[src/hdl/tdcth_pkg.sv]
// ----------------------------------------------------------------------------
// tdcth_pkg
// Types and constants shared by the TDC time-over-threshold hit builder.
// ----------------------------------------------------------------------------
`default_nettype none

package tdcth_pkg;

   localparam int unsigned TIME_W       = 25;
   localparam int unsigned COARSE_PS_W  = 24;
   localparam int unsigned CORR_NUM_W   = 19;
   localparam int unsigned CORR_RECIP_W = 21;
   localparam int unsigned CORR_W       = 14;
   localparam int unsigned PROD_W       = CORR_NUM_W + CORR_RECIP_W;

   localparam logic [2:0]  KIND_TIME     = 3'b100;
   localparam logic [9:0]  FINE_LOW      = 10'd31;
   localparam logic [23:0] PS_PER_COARSE = 24'd5000;

   // round(d * 5000 / 460) = floor((500 * d + 23) / 46), divide by 46 as
   // multiply by reciprocal; exact for every numerator below 2^19
   localparam logic [18:0] CORR_SCALE   = 19'd500;
   localparam logic [18:0] CORR_BIAS    = 19'd23;
   localparam logic [20:0] CORR_RECIP   = 21'd1458889;
   localparam int unsigned CORR_SHIFT   = 26;

   localparam logic [15:0] TAG_RESET     = 16'hBEEF;
   localparam logic [6:0]  LEFT_RESET    = 7'd2;
   localparam logic [6:0]  RIGHT_RESET   = 7'd18;
   localparam logic [23:0] MIN_RESET     = 24'd1000;

   localparam logic [1:0] REG_HEADER_TAG    = 2'd0;
   localparam logic [1:0] REG_LEFT_CHANNEL  = 2'd1;
   localparam logic [1:0] REG_RIGHT_CHANNEL = 2'd2;
   localparam logic [1:0] REG_MIN_VALUE     = 2'd3;

   typedef struct packed {
      logic [15:0] header_tag;
      logic [6:0]  left_channel;
      logic [6:0]  right_channel;
      logic [23:0] min_value;
   } cfg_type;

   typedef struct packed {
      logic clear;
      logic upd_left;
      logic upd_right;
      logic rising;
      logic finish;
   } ctl_type;

   typedef struct packed {
      ctl_type                   ctl;
      logic signed [TIME_W-1:0]  time_ps;
   } entry_type;

endpackage

`default_nettype wire

[src/hdl/tdcth_front.sv]
// ----------------------------------------------------------------------------
// tdcth_front
// Header seek, word classification and three-stage time decode.
// ----------------------------------------------------------------------------
`default_nettype none

module tdcth_front (
   input  wire logic                  clock,
   input  wire logic                  reset,
   input  wire logic                  req_valid,
   output logic                       req_ready,
   input  wire logic [31:0]           req_data_word,
   input  wire logic                  req_subevent_end,
   input  wire tdcth_pkg::cfg_type    cfg,
   input  wire logic                  q_full,
   output logic                       push,
   output tdcth_pkg::entry_type       push_entry
);

   logic        in_block_ff, in_block_in;
   logic [15:0] words_left_ff, words_left_in;

   logic                              s1_valid_ff, s1_valid_in;
   tdcth_pkg::ctl_type                s1_ctl_ff, s1_ctl_in;
   logic [tdcth_pkg::CORR_NUM_W-1:0]  s1_num_ff, s1_num_in;
   logic [tdcth_pkg::COARSE_PS_W-1:0] s1_cps_ff, s1_cps_in;

   logic                              s2_valid_ff, s2_valid_in;
   tdcth_pkg::ctl_type                s2_ctl_ff, s2_ctl_in;
   logic [tdcth_pkg::CORR_W-1:0]      s2_corr_ff, s2_corr_in;
   logic [tdcth_pkg::COARSE_PS_W-1:0] s2_cps_ff, s2_cps_in;

   logic                              s3_valid_ff, s3_valid_in;
   tdcth_pkg::entry_type              s3_entry_ff, s3_entry_in;

   logic                              adv;
   logic                              accept;
   logic                              emit0;
   tdcth_pkg::ctl_type                ctl0;
   logic                              is_time;
   logic [6:0]                        chan;
   logic [9:0]                        fine;
   logic [9:0]                        fine_d;
   logic [15:0]                       wl_dec;
   logic [tdcth_pkg::PROD_W-1:0]      prod;

   // the whole pipe moves together; hold only when the last stage cannot push
   assign adv       = !s3_valid_ff || !q_full;
   assign req_ready = adv;
   assign accept    = req_valid && adv;
   assign push      = s3_valid_ff && !q_full;
   assign push_entry = s3_entry_ff;

   always_comb begin
      is_time = req_data_word[31:29] == tdcth_pkg::KIND_TIME;
      chan    = req_data_word[28:22];
      wl_dec  = words_left_ff - 16'd1;
      in_block_in   = in_block_ff;
      words_left_in = words_left_ff;
      ctl0  = '0;
      emit0 = 1'b0;
      if (accept) begin
         if (!in_block_ff) begin
            if (req_data_word[15:0] == cfg.header_tag) begin
               ctl0.clear    = 1'b1;
               ctl0.finish   = (req_data_word[31:16] == 16'd0) || req_subevent_end;
               emit0         = 1'b1;
               in_block_in   = !ctl0.finish;
               words_left_in = ctl0.finish ? 16'd0 : req_data_word[31:16];
            end
         end else begin
            ctl0.upd_left  = is_time && (chan == cfg.left_channel);
            ctl0.upd_right = is_time && (chan == cfg.right_channel);
            ctl0.rising    = req_data_word[11];
            ctl0.finish    = (wl_dec == 16'd0) || req_subevent_end;
            // words that touch nothing and close nothing are dropped here
            emit0          = ctl0.upd_left || ctl0.upd_right || ctl0.finish;
            in_block_in    = !ctl0.finish;
            words_left_in  = ctl0.finish ? 16'd0 : wl_dec;
         end
      end
   end

   always_comb begin
      fine   = req_data_word[21:12];
      fine_d = (fine > tdcth_pkg::FINE_LOW) ? (fine - tdcth_pkg::FINE_LOW) : 10'd0;
      s1_valid_in = adv ? emit0 : s1_valid_ff;
      s1_ctl_in   = adv ? ctl0 : s1_ctl_ff;
      s1_num_in   = adv ? (tdcth_pkg::CORR_NUM_W'(fine_d) * tdcth_pkg::CORR_SCALE
                           + tdcth_pkg::CORR_BIAS)
                        : s1_num_ff;
      s1_cps_in   = adv ? (tdcth_pkg::COARSE_PS_W'(req_data_word[10:0])
                           * tdcth_pkg::PS_PER_COARSE)
                        : s1_cps_ff;
   end

   always_comb begin
      prod = {{tdcth_pkg::CORR_RECIP_W{1'b0}}, s1_num_ff}
             * {{tdcth_pkg::CORR_NUM_W{1'b0}}, tdcth_pkg::CORR_RECIP};
      s2_valid_in = adv ? s1_valid_ff : s2_valid_ff;
      s2_ctl_in   = adv ? s1_ctl_ff : s2_ctl_ff;
      s2_corr_in  = adv ? prod[tdcth_pkg::CORR_SHIFT +: tdcth_pkg::CORR_W] : s2_corr_ff;
      s2_cps_in   = adv ? s1_cps_ff : s2_cps_ff;
   end

   always_comb begin
      s3_valid_in = adv ? s2_valid_ff : s3_valid_ff;
      s3_entry_in = s3_entry_ff;
      if (adv) begin
         s3_entry_in.ctl     = s2_ctl_ff;
         s3_entry_in.time_ps = $signed({1'b0, s2_cps_ff})
                               - $signed({{(tdcth_pkg::TIME_W - tdcth_pkg::CORR_W){1'b0}},
                                          s2_corr_ff});
      end
   end

   always_ff @(posedge clock) begin
      if (reset) begin
         in_block_ff   <= 1'b0;
         words_left_ff <= 16'd0;
         s1_valid_ff   <= 1'b0;
         s2_valid_ff   <= 1'b0;
         s3_valid_ff   <= 1'b0;
      end else begin
         in_block_ff   <= in_block_in;
         words_left_ff <= words_left_in;
         s1_valid_ff   <= s1_valid_in;
         s2_valid_ff   <= s2_valid_in;
         s3_valid_ff   <= s3_valid_in;
      end
   end

   always_ff @(posedge clock) begin
      s1_ctl_ff   <= s1_ctl_in;
      s1_num_ff   <= s1_num_in;
      s1_cps_ff   <= s1_cps_in;
      s2_ctl_ff   <= s2_ctl_in;
      s2_corr_ff  <= s2_corr_in;
      s2_cps_ff   <= s2_cps_in;
      s3_entry_ff <= s3_entry_in;
   end

endmodule

`default_nettype wire

[src/hdl/tdcth_queue.sv]
// ----------------------------------------------------------------------------
// tdcth_queue
// Small register queue between the decode front and the tracking back.
// ----------------------------------------------------------------------------
`default_nettype none

module tdcth_queue #(
   parameter int unsigned DEPTH = 4
) (
   input  wire logic                  clock,
   input  wire logic                  reset,
   input  wire logic                  push,
   input  wire tdcth_pkg::entry_type  push_entry,
   input  wire logic                  pop,
   output tdcth_pkg::entry_type       head,
   output logic                       q_full,
   output logic                       q_empty
);

   localparam int unsigned PTR_W = (DEPTH > 1) ? $clog2(DEPTH) : 1;
   localparam int unsigned CNT_W = $clog2(DEPTH + 1);

   tdcth_pkg::entry_type store [DEPTH];

   logic [PTR_W-1:0] wr_ptr_ff, wr_ptr_in;
   logic [PTR_W-1:0] rd_ptr_ff, rd_ptr_in;
   logic [CNT_W-1:0] count_ff, count_in;

   assign q_full  = count_ff == CNT_W'(DEPTH);
   assign q_empty = count_ff == '0;
   assign head    = store[rd_ptr_ff];

   always_comb begin
      wr_ptr_in = wr_ptr_ff;
      rd_ptr_in = rd_ptr_ff;
      count_in  = count_ff;
      if (push) begin
         wr_ptr_in = (wr_ptr_ff == PTR_W'(DEPTH - 1)) ? '0 : wr_ptr_ff + 1'b1;
      end
      if (pop) begin
         rd_ptr_in = (rd_ptr_ff == PTR_W'(DEPTH - 1)) ? '0 : rd_ptr_ff + 1'b1;
      end
      unique case ({push, pop})
         2'b10:   count_in = count_ff + 1'b1;
         2'b01:   count_in = count_ff - 1'b1;
         default: count_in = count_ff;
      endcase
   end

   always_ff @(posedge clock) begin
      if (reset) begin
         wr_ptr_ff <= '0;
         rd_ptr_ff <= '0;
         count_ff  <= '0;
      end else begin
         wr_ptr_ff <= wr_ptr_in;
         rd_ptr_ff <= rd_ptr_in;
         count_ff  <= count_in;
      end
   end

   always_ff @(posedge clock) begin
      if (push) begin
         store[wr_ptr_ff] <= push_entry;
      end
   end

endmodule

`default_nettype wire

[src/hdl/tdcth_back.sv]
// ----------------------------------------------------------------------------
// tdcth_back
// Rising/falling edge tracking, threshold test and result register.
// ----------------------------------------------------------------------------
`default_nettype none

module tdcth_back (
   input  wire logic                         clock,
   input  wire logic                         reset,
   input  wire tdcth_pkg::entry_type         head,
   input  wire logic                         q_empty,
   output logic                              pop,
   input  wire logic [23:0]                  min_value,
   output logic                              rsp_valid,
   input  wire logic                         rsp_ready,
   output logic signed [tdcth_pkg::TIME_W-1:0] rsp_time_left,
   output logic signed [tdcth_pkg::TIME_W-1:0] rsp_tot_left,
   output logic signed [tdcth_pkg::TIME_W-1:0] rsp_time_right,
   output logic signed [tdcth_pkg::TIME_W-1:0] rsp_tot_right
);

   localparam int unsigned W = tdcth_pkg::TIME_W;

   logic signed [W-1:0] rise_l_ff, rise_l_in, over_l_ff, over_l_in;
   logic signed [W-1:0] rise_r_ff, rise_r_in, over_r_ff, over_r_in;

   logic                rsp_valid_ff, rsp_valid_in;
   logic signed [W-1:0] out_rise_l_ff, out_over_l_ff, out_rise_r_ff, out_over_r_ff;
   logic signed [W-1:0] base_rise_l, base_over_l, base_rise_r, base_over_r;
   logic signed [W-1:0] th;
   logic                hit;

   // a closing word needs the result register free; others drain at once
   assign pop = !q_empty && (!head.ctl.finish || !rsp_valid_ff || rsp_ready);
   assign th  = $signed({1'b0, min_value});

   always_comb begin
      base_rise_l = head.ctl.clear ? '0 : rise_l_ff;
      base_over_l = head.ctl.clear ? '0 : over_l_ff;
      base_rise_r = head.ctl.clear ? '0 : rise_r_ff;
      base_over_r = head.ctl.clear ? '0 : over_r_ff;
      rise_l_in = base_rise_l;
      over_l_in = base_over_l;
      rise_r_in = base_rise_r;
      over_r_in = base_over_r;
      if (head.ctl.upd_left) begin
         if (head.ctl.rising) begin
            rise_l_in = head.time_ps;
         end else if (base_rise_l > 0) begin
            over_l_in = head.time_ps - base_rise_l;
            rise_l_in = '0;
         end
      end
      if (head.ctl.upd_right) begin
         if (head.ctl.rising) begin
            rise_r_in = head.time_ps;
         end else if (base_rise_r > 0) begin
            over_r_in = head.time_ps - base_rise_r;
            rise_r_in = '0;
         end
      end
      hit = head.ctl.finish && (rise_l_in > th) && (over_l_in > th)
            && (rise_r_in > th) && (over_r_in > th);
      rsp_valid_in = (pop && hit) ? 1'b1 : (rsp_ready ? 1'b0 : rsp_valid_ff);
   end

   always_ff @(posedge clock) begin
      if (reset) begin
         rise_l_ff    <= '0;
         over_l_ff    <= '0;
         rise_r_ff    <= '0;
         over_r_ff    <= '0;
         rsp_valid_ff <= 1'b0;
      end else begin
         if (pop) begin
            rise_l_ff <= rise_l_in;
            over_l_ff <= over_l_in;
            rise_r_ff <= rise_r_in;
            over_r_ff <= over_r_in;
         end
         rsp_valid_ff <= rsp_valid_in;
      end
   end

   always_ff @(posedge clock) begin
      if (pop && hit) begin
         out_rise_l_ff <= rise_l_in;
         out_over_l_ff <= over_l_in;
         out_rise_r_ff <= rise_r_in;
         out_over_r_ff <= over_r_in;
      end
   end

   assign rsp_valid      = rsp_valid_ff;
   assign rsp_time_left  = out_rise_l_ff;
   assign rsp_tot_left   = out_over_l_ff;
   assign rsp_time_right = out_rise_r_ff;
   assign rsp_tot_right  = out_over_r_ff;

endmodule

`default_nettype wire

[src/hdl/tdc_word_tot_hit_builder.sv]
// ----------------------------------------------------------------------------
// tdc_word_tot_hit_builder
// Builds left/right time-over-threshold hits from a stream of TDC words.
// ----------------------------------------------------------------------------
//  channel  | direction | handshake           | payload
//  req_     | in        | req_valid/req_ready | data_word[31:0], subevent_end
//  rsp_     | out       | rsp_valid/rsp_ready | time_left, tot_left, time_right,
//           |           |                     | tot_right (25-bit signed, ps)
//  csr_     | in        | csr_valid/csr_ready | index[1:0], data[23:0]
//
//  One word per cycle sustained while req_ready stays high. A hit shows on
//  rsp_ after the word that closes its block passes three decode stages (the
//  reciprocal multiply sets the depth), a queue write, then the result register.
//  Synchronous reset clears all control state and the tracked times; the
//  configuration returns to its reset values. csr_ready is always high.
//  A stall on rsp_ holds only closing words; once the queue fills and the
//  last decode stage is occupied, req_ready drops.
// ----------------------------------------------------------------------------
`default_nettype none

module tdc_word_tot_hit_builder #(
   parameter int unsigned QUEUE_DEPTH = 4
) (
   input  wire logic        clock,
   input  wire logic        reset,
   input  wire logic        req_valid,
   output logic             req_ready,
   input  wire logic [31:0] req_data_word,
   input  wire logic        req_subevent_end,
   output logic             rsp_valid,
   input  wire logic        rsp_ready,
   output logic signed [24:0] rsp_time_left,
   output logic signed [24:0] rsp_tot_left,
   output logic signed [24:0] rsp_time_right,
   output logic signed [24:0] rsp_tot_right,
   input  wire logic        csr_valid,
   output logic             csr_ready,
   input  wire logic [1:0]  csr_index,
   input  wire logic [23:0] csr_data
);

   tdcth_pkg::cfg_type   cfg_ff, cfg_in;
   logic                 q_full, q_empty, push, pop;
   tdcth_pkg::entry_type push_entry, head;

   assign csr_ready = 1'b1;

   always_comb begin
      cfg_in = cfg_ff;
      if (csr_valid) begin
         unique case (csr_index)
            tdcth_pkg::REG_HEADER_TAG:    cfg_in.header_tag    = csr_data[15:0];
            tdcth_pkg::REG_LEFT_CHANNEL:  cfg_in.left_channel  = csr_data[6:0];
            tdcth_pkg::REG_RIGHT_CHANNEL: cfg_in.right_channel = csr_data[6:0];
            tdcth_pkg::REG_MIN_VALUE:     cfg_in.min_value     = csr_data;
            default:                      cfg_in = cfg_ff;
         endcase
      end
   end

   always_ff @(posedge clock) begin
      if (reset) begin
         cfg_ff.header_tag    <= tdcth_pkg::TAG_RESET;
         cfg_ff.left_channel  <= tdcth_pkg::LEFT_RESET;
         cfg_ff.right_channel <= tdcth_pkg::RIGHT_RESET;
         cfg_ff.min_value     <= tdcth_pkg::MIN_RESET;
      end else begin
         cfg_ff <= cfg_in;
      end
   end

   tdcth_front u_front (
      .clock            (clock),
      .reset            (reset),
      .req_valid        (req_valid),
      .req_ready        (req_ready),
      .req_data_word    (req_data_word),
      .req_subevent_end (req_subevent_end),
      .cfg              (cfg_ff),
      .q_full           (q_full),
      .push             (push),
      .push_entry       (push_entry)
   );

   tdcth_queue #(
      .DEPTH (QUEUE_DEPTH)
   ) u_queue (
      .clock      (clock),
      .reset      (reset),
      .push       (push),
      .push_entry (push_entry),
      .pop        (pop),
      .head       (head),
      .q_full     (q_full),
      .q_empty    (q_empty)
   );

   tdcth_back u_back (
      .clock          (clock),
      .reset          (reset),
      .head           (head),
      .q_empty        (q_empty),
      .pop            (pop),
      .min_value      (cfg_ff.min_value),
      .rsp_valid      (rsp_valid),
      .rsp_ready      (rsp_ready),
      .rsp_time_left  (rsp_time_left),
      .rsp_tot_left   (rsp_tot_left),
      .rsp_time_right (rsp_time_right),
      .rsp_tot_right  (rsp_tot_right)
   );

endmodule

`default_nettype wire

[config.mk]
export PLATFORM = sky130hd
export DESIGN_NAME = tdc_word_tot_hit_builder
export DESIGN_NICKNAME = d
export VERILOG_FILES = /design/src/hdl/tdcth_pkg.sv /design/src/hdl/tdcth_front.sv /design/src/hdl/tdcth_queue.sv /design/src/hdl/tdcth_back.sv /design/src/hdl/tdc_word_tot_hit_builder.sv
export SDC_FILE = /design/constraint.sdc
export NUM_CORES = 2
export LEC_CHECK = 0
export BUFFER_PORTS_ARGS = -buffer_cell sky130_fd_sc_hd__buf_2
export CORE_MARGIN = 1
export CORE_UTILIZATION = 34
export DETAILED_ROUTE_END_ITERATION = 8
export GPL_ROUTABILITY_DRIVEN = 0
export PLACE_DENSITY = 0.55
export REMOVE_ABC_BUFFERS = 1
export SYNTH_ARGS = -nofsm -noshare
export SYNTH_HDL_FRONTEND = slang
export SYNTH_HIERARCHICAL = 1
export SYNTH_SLANG_ARGS = --single-unit
[constraint.sdc]
create_clock -name clock -period 8.9 [get_ports clock]
set_input_delay 1.78 -clock clock [delete_from_list [all_inputs] [get_ports clock]]
set_output_delay 1.78 -clock clock [all_outputs]
set_load 0.05 [all_outputs]
### Word level (Yosys, flattened, before mapping)

Memories as Yosys holds them, arrays and structs flattened. A register that Yosys moved wholly into a read port is not among the register bits.
Index checks and enable logic that the tools add are counted.

| storage, ports and cells | value |
|---|---|
| register bits after elaboration | 397 |
| RAM bits | 120 |
| input port bits | 64 |
| output and inout bits | 103 |
| logic and storage cells | 150 |
| memories | 1 |

| operators by class | value |
|---|---|
| add/sub/neg operators | 10 |
| multiply operators | 3 |
| magnitude comparators | 7 |
| eq/ne operators | 12 |
| mux-type cells | 37 |
| bitwise gates (word level) | 1 |
| reductions and logical operators | 38 |

Memory list:

| name | depth | bits a word | rd ports | clocked after Yosys merged registers in | wr ports | RTL line | RTL |
|---|---|---|---|---|---|---|---|
| u_queue.store | 4 | 30 | 1 | 1 | 1 | tdcth_queue.sv:23 | `tdcth_pkg::entry_type store [DEPTH];` |

Operators by type and width:

| operator | count |
|---|---|
| 25-bit 2-to-1 mux | 16 |
| 25-bit greater-than comparator | 4 |
| 16-bit 2-to-1 mux | 4 |
| 25-bit by 1-bit greater-than comparator with 1-bit output (second input constant) | 2 |
| 25-bit subtractor | 2 |
| 19-bit by 21-bit multiplier with 40-bit output (second input constant) | 1 |
| 16-bit zero test | 2 |
| 24-bit by 14-bit subtractor with 25-bit output | 1 |
| 11-bit by 10-bit multiplier with 21-bit output (second input constant) | 1 |
| 19-bit by 5-bit adder with 19-bit output (second input constant) | 1 |
| 10-bit by 7-bit multiplier with 17-bit output (second input constant) | 1 |
| 16-bit == test | 1 |
| 16-bit by 1-bit subtractor with 16-bit output (second input constant) | 1 |
| 7-bit == test | 2 |
| 2-bit AND reduction | 6 |
| 1-bit 2-to-1 mux | 11 |
| 2-bit == test (second input constant) | 5 |
| 10-bit by 5-bit greater-than comparator with 1-bit output (second input constant) | 1 |
| 1-bit logical AND | 10 |
| 10-bit 2-to-1 mux | 1 |
| 10-bit by 5-bit subtractor with 10-bit output (second input constant) | 1 |
| 2-bit 2-to-1 mux | 4 |
| 1-bit zero test | 7 |
| 1-bit logical OR | 7 |
| other kinds (11) | 16 |

### Longest topological paths before layout

| depth | value |
|---|---|
| depth after elaboration | 12 |
| depth in mapped cells | 26 |
| depth with buffers taken out | 23 |

### Hierarchy

Netlist, hierarchy kept.

Modules (own cells, without submodules):

| module | times used | cells an instance | area an instance (µm²) | seq. area each (µm²) |
|---|---|---|---|---|
| tdcth_front | 1 | 1428 | 14655.3 | 3793.6 |
| tdcth_back | 1 | 1461 | 12862.3 | 5024.8 |
| tdcth_queue | 1 | 204 | 4775.8 | 3783.6 |
| tdc_word_tot_hit_builder | 1 | 223 | 2258.4 | 1081.0 |

### Least setup slack after synthesis

Ideal clock, no wire load.

| timing path | value |
|---|---|
| path type | reg2reg |
| from | reg (tool-made name) |
| to | reg u_back.out_rise_l_ff[0] (netlist: u_back/rsp_time_left[0]), enable pin |
| setup time | 0.453 ns |
| data arrival time | 7.201 ns |
| required time | 8.447 ns |
| path slack | 1.246 ns |
| cell stages (with the launch flop) | 25 |
| path buffers | 4 |
| period minus slack after synthesis | 7.654 ns |
| cells stage by stage | dfxtp_1 buf_6 mux4_2 inv_1 clkbuf_1 clkbuf_1 clkbuf_1 nand2_1 ha_1 a21o_1 or3_1 o21ai_2 a21boi_1 o31a_1 a211oi_2 xor2_1 o21ai_0 ha_1 o221ai_1 nor4_1 nand4_1 or2_1 a2111oi_2 o2111ai_1 inv_1 |

RTL lines:

| element | RTL line | RTL |
|---|---|---|
| end signal, assigned | tdcth_back.sv:87 | `out_rise_l_ff <= rise_l_in;` |
| end, declared | tdcth_back.sv:28 | `logic signed [W-1:0] out_rise_l_ff, out_over_l_ff, out_rise_r_ff, out_over_r_ff;` |

==> key figures <==
Outcome
  • Outcome: finished clean

Critical path
  • Worst reg2reg path endpoint: u_back/rsp_tot_right[18]
  • Worst Path Required: 9.15 ns
  • Crit path kind: flop to flop
  • Largest stage delay, worst path: 0.50 ns
  • Critical Path Start Type: flop
  • Max stage delay cell, worst path: sky130_fd_sc_hd__nor4_1
  • Data arrival at the endpoint of the critical path: 7.54 ns
  • Depth of the worst register-to-register path: 22
  • Total buffers and inverters traversed by the critical path: 5
  • Flop-to-flop setup slack: 1.61 ns
  • Sequence of cells on the critical path: buf_4, mux4_2, inv_2, buf_4, nand2_1, ha_1, a21oi_1, o21ai_0, a41oi_1, a31oi_2, a31oi_2, o21ai_1, o21a_1, a32o_1, ha_1, nand4_1, nor4_1, a31oi_1, a2111oi_2, o2111ai_1, inv_4, buf_12
  • CP max FO: 96
  • Family with the most delay on the worst path: compound AO/OA/AOI/OAI gates
  • Endpoint kind of the worst setup timing path: flop

Yosys
  • Synth async-reset ratio: 0%
  • Leading area contributor after synthesis: sky130_fd_sc_hd__edfxtp_1
  • Synth cell count leaders: 406 x sky130_fd_sc_hd__ha_1, 336 x sky130_fd_sc_hd__inv_1, 333 x sky130_fd_sc_hd__edfxtp_1
  • Mean cell area of the mapped netlist: 10.4 um2
  • Dominant register cell in the synthesized netlist: sky130_fd_sc_hd__edfxtp_1
  • Yosys reg bits: 517
  • Count of unique library cells instantiated by Yosys: 98
  • Leading cell type by number of instances after synthesis: sky130_fd_sc_hd__ha_1
  • Post-synthesis instance total: 3316
  • Fraction of post-synthesis cell area in the top cell type by area: 28.9%
  • Sequential-to-total area share from yosys stat: 39.6%
  • Cells taking the most area after synthesis: sky130_fd_sc_hd__edfxtp_1 29%, sky130_fd_sc_hd__ha_1 15%, sky130_fd_sc_hd__dfxtp_1 11%
  • Number of warnings printed during yosys synthesis: 6
  • Number of synthesized flops with an enable pin: 333
  • Summed instance area of the synthesized netlist: 34600 um2

Clock tree
  • Hold buffers post-CTS: 0
  • Clock buffer count from CTS: 55
  • Total clock sinks: 517
  • Cell chosen for the clock root: sky130_fd_sc_hd__clkbuf_16
  • H-tree depth: 2
  • Number of buffers on the longest clock path: 3
  • Resize count post-CTS: 0
  • Reg clk slew, reported paths: 0.06 ns
  • Latest clock arrival within the worst-skew pair: 0.64 ns
  • Post-CTS setup buffer count: 0
  • Clock tree from TritonCTS: built

STA
  • Final clock period utilization by the worst path: 82.0%
  • Final hold violation count: 0
  • Slew of the pin with the lowest slew margin: 1.20 ns
  • Setup repair after global routing missed its margin: false
  • Upper clock frequency limit: 0.137 GHz
  • Setup Skew: 0.0371 ns
  • Slew margin rel.: 19.0%
  • Final count of pins violating max slew: 0
  • Total of endpoints with negative setup slack in the final report: 0
  • Time the worst path needs with I/O delays and setup: 7.29 ns

Floorplanning
  • Area of the core: 100000 um2
  • Horizontal extent of the die: 321 um
  • Floorplan row count: 116
  • Initial standard-cell utilization of the core: 34.4%
  • Floorplan die height: 321 um
  • Number of I/O pins: 167
  • Total Die Area: 103000 um2

Final layout
  • Fillcell total: 9985
  • Non-filler cells, final: 4854
  • Layout Area Growth over Synthesis: 12.0%
  • Share of cells above drive strength 1: 10.4%
  • Post-layout nets: 4050
  • Final core utilization: 38.5%

Routing
  • Vias/cell: 5.13
  • Detailed-route wire length per cell: 19.0 um
  • Iter 0 DRT Violations: 1790
  • Routed vias: 24.9k
  • Total wire length after detailed routing: 92100 um
  • DRC violations left: 0
  • Number of nets still failing antenna checks after routing: 0
  • Number of detailed-route iterations in the first pass: 5

Placement
  • Total instance count after detailed placement: 4747
  • IO Port Bufs: 165
  • Sum of net half-perimeters after detailed placement: 70400 um

Worst hold path
  • Worst Hold Launch: u_front/s1_cps_ff[5]
  • Hold Crit Depth: 0
  • Hold Crit Class: flop to flop
  • Worst-case hold path end point: u_front/s2_cps_ff[5]

GRT
  • Maximum number of pins on one net before global-route repair: 97
  • Initial antenna violation count: 13
  • Via count of the first global-routing pass: 24.0k
  • Global route overflow: 0
  • Overall global routing resource usage: 17.8%
  • First-pass GRT wire length: 142000 um

Run
  • Number of maximum-capacitance constraint violations: 0
-- metrics by stage --
step	TNS (ns)	cell area [um2]	setup WS [ns]	hold WS (ns)
after floorplan	-92.07	34000	-0.921	0.400
after global placement	0	36800	1.43	0.400
after detailed placement	0	36800	1.36	0.405
after CTS	0	38700	1.71	0.418
after global routing	0	38700	1.18	0.418
final	0	38700	1.61	0.418
-- worst max-delay path by stage --
stage,end,depth (start not counted)
after floorplan,u_back/rsp_time_left[0],19
after global placement,u_front/s1_num_ff[16],18
after detailed placement,u_front/s1_num_ff[16],18
after CTS,u_back/rsp_tot_left[0],22
after global routing,u_back/rsp_tot_right[18],22
final,u_back/rsp_tot_right[18],22
-- area by class of cell --
| type | count | area, um2 | area share [%] |
|---|---|---|---|
| timing repair buffer | 193 | 1050 | 2.73 |
| multi-input combinational | 2344 | 19100 | 49.3 |
| sequential | 517 | 13700 | 35.4 |
| clock buffer | 69 | 1480 | 3.82 |
| antenna | 3 | 7.51 | 0.0194 |
| clock inverter | 35 | 424 | 1.10 |
| tap | 1357 | 1700 | 4.39 |
| inverter | 336 | 1260 | 3.27 |
-- flip-flops by register name, indices dropped and copies added, names as in the netlist, 3 cells and up, named ones only --
name	count
u_front/s2_cps_ff	21
u_front/words_left_ff	16
u_back/rsp_time_right	25
u_front/s2_ctl_ff	5
u_back/over_l_ff	25
u_back/rsp_tot_right	25
u_back/over_r_ff	25
u_front/s1_cps_ff	21
u_front/s1_ctl_ff	5
u_queue/store	120
u_front/s1_num_ff	17
u_back/rise_r_ff	25
cfg_ff	54
u_front/s2_corr_ff	14
u_back/rise_l_ff	25
u_back/rsp_time_left	25
u_back/rsp_tot_left	25
u_queue/count_ff	3
u_front/push_entry	30
-- per-layer routing --
metal  part of all wire (%)  wire, um  track usage (%)  up-vias
li1                       -         -                -    12100
met4                    2.1      1890             4.23       14
met5                  0.085        78                0        -
met2                     44     40500             27.5      720
met3                    6.6      6110             3.27      116
met1                     47     43500             25.7    11900
-- cell usage in the layout, fill, tap and decap left out, types with 17 or more instances in the layout --
master,n
sky130_fd_sc_hd__xor2_1,66
sky130_fd_sc_hd__ha_1,406
sky130_fd_sc_hd__nor3_1,54
sky130_fd_sc_hd__a21o_1,50
sky130_fd_sc_hd__o21ai_0,91
sky130_fd_sc_hd__nand2_1,285
sky130_fd_sc_hd__a211oi_1,38
sky130_fd_sc_hd__a22oi_1,46
sky130_fd_sc_hd__buf_2,164
sky130_fd_sc_hd__nand3_1,87
sky130_fd_sc_hd__xnor2_1,92
sky130_fd_sc_hd__buf_4,27
sky130_fd_sc_hd__or3_1,17
sky130_fd_sc_hd__inv_1,333
sky130_fd_sc_hd__a21oi_1,193
sky130_fd_sc_hd__nand4_1,35
sky130_fd_sc_hd__a22o_1,23
sky130_fd_sc_hd__and3_1,25
sky130_fd_sc_hd__o211ai_1,17
sky130_fd_sc_hd__mux4_2,30
sky130_fd_sc_hd__mux2i_1,59
sky130_fd_sc_hd__and2_1,20
sky130_fd_sc_hd__nand2b_1,73
sky130_fd_sc_hd__clkbuf_16,55
sky130_fd_sc_hd__fa_1,133
sky130_fd_sc_hd__edfxtp_1,333
sky130_fd_sc_hd__nor4_1,35
sky130_fd_sc_hd__nor2_1,219
sky130_fd_sc_hd__dfxtp_1,183
sky130_fd_sc_hd__nor2b_1,28
-- cell families (layout without fill, tap and decap cells) --
family,Yosys count,after routing,synth area share (%)
muxes,94,94,3.83
other,1,4,0.0109
adders and majority gates,539,539,22.4
AOI/OAI and AO/OA,614,614,11.8
buffers and inverters,455,633,5.19
DFF,517,517,39.6
and+or+nand+nor,938,938,13.2
xor gates and xnor gates,158,158,4.01
Power is left out: the tool's default activity adds up to more than one toggle a clock period on the data nets, which glitch-free logic cannot reach.
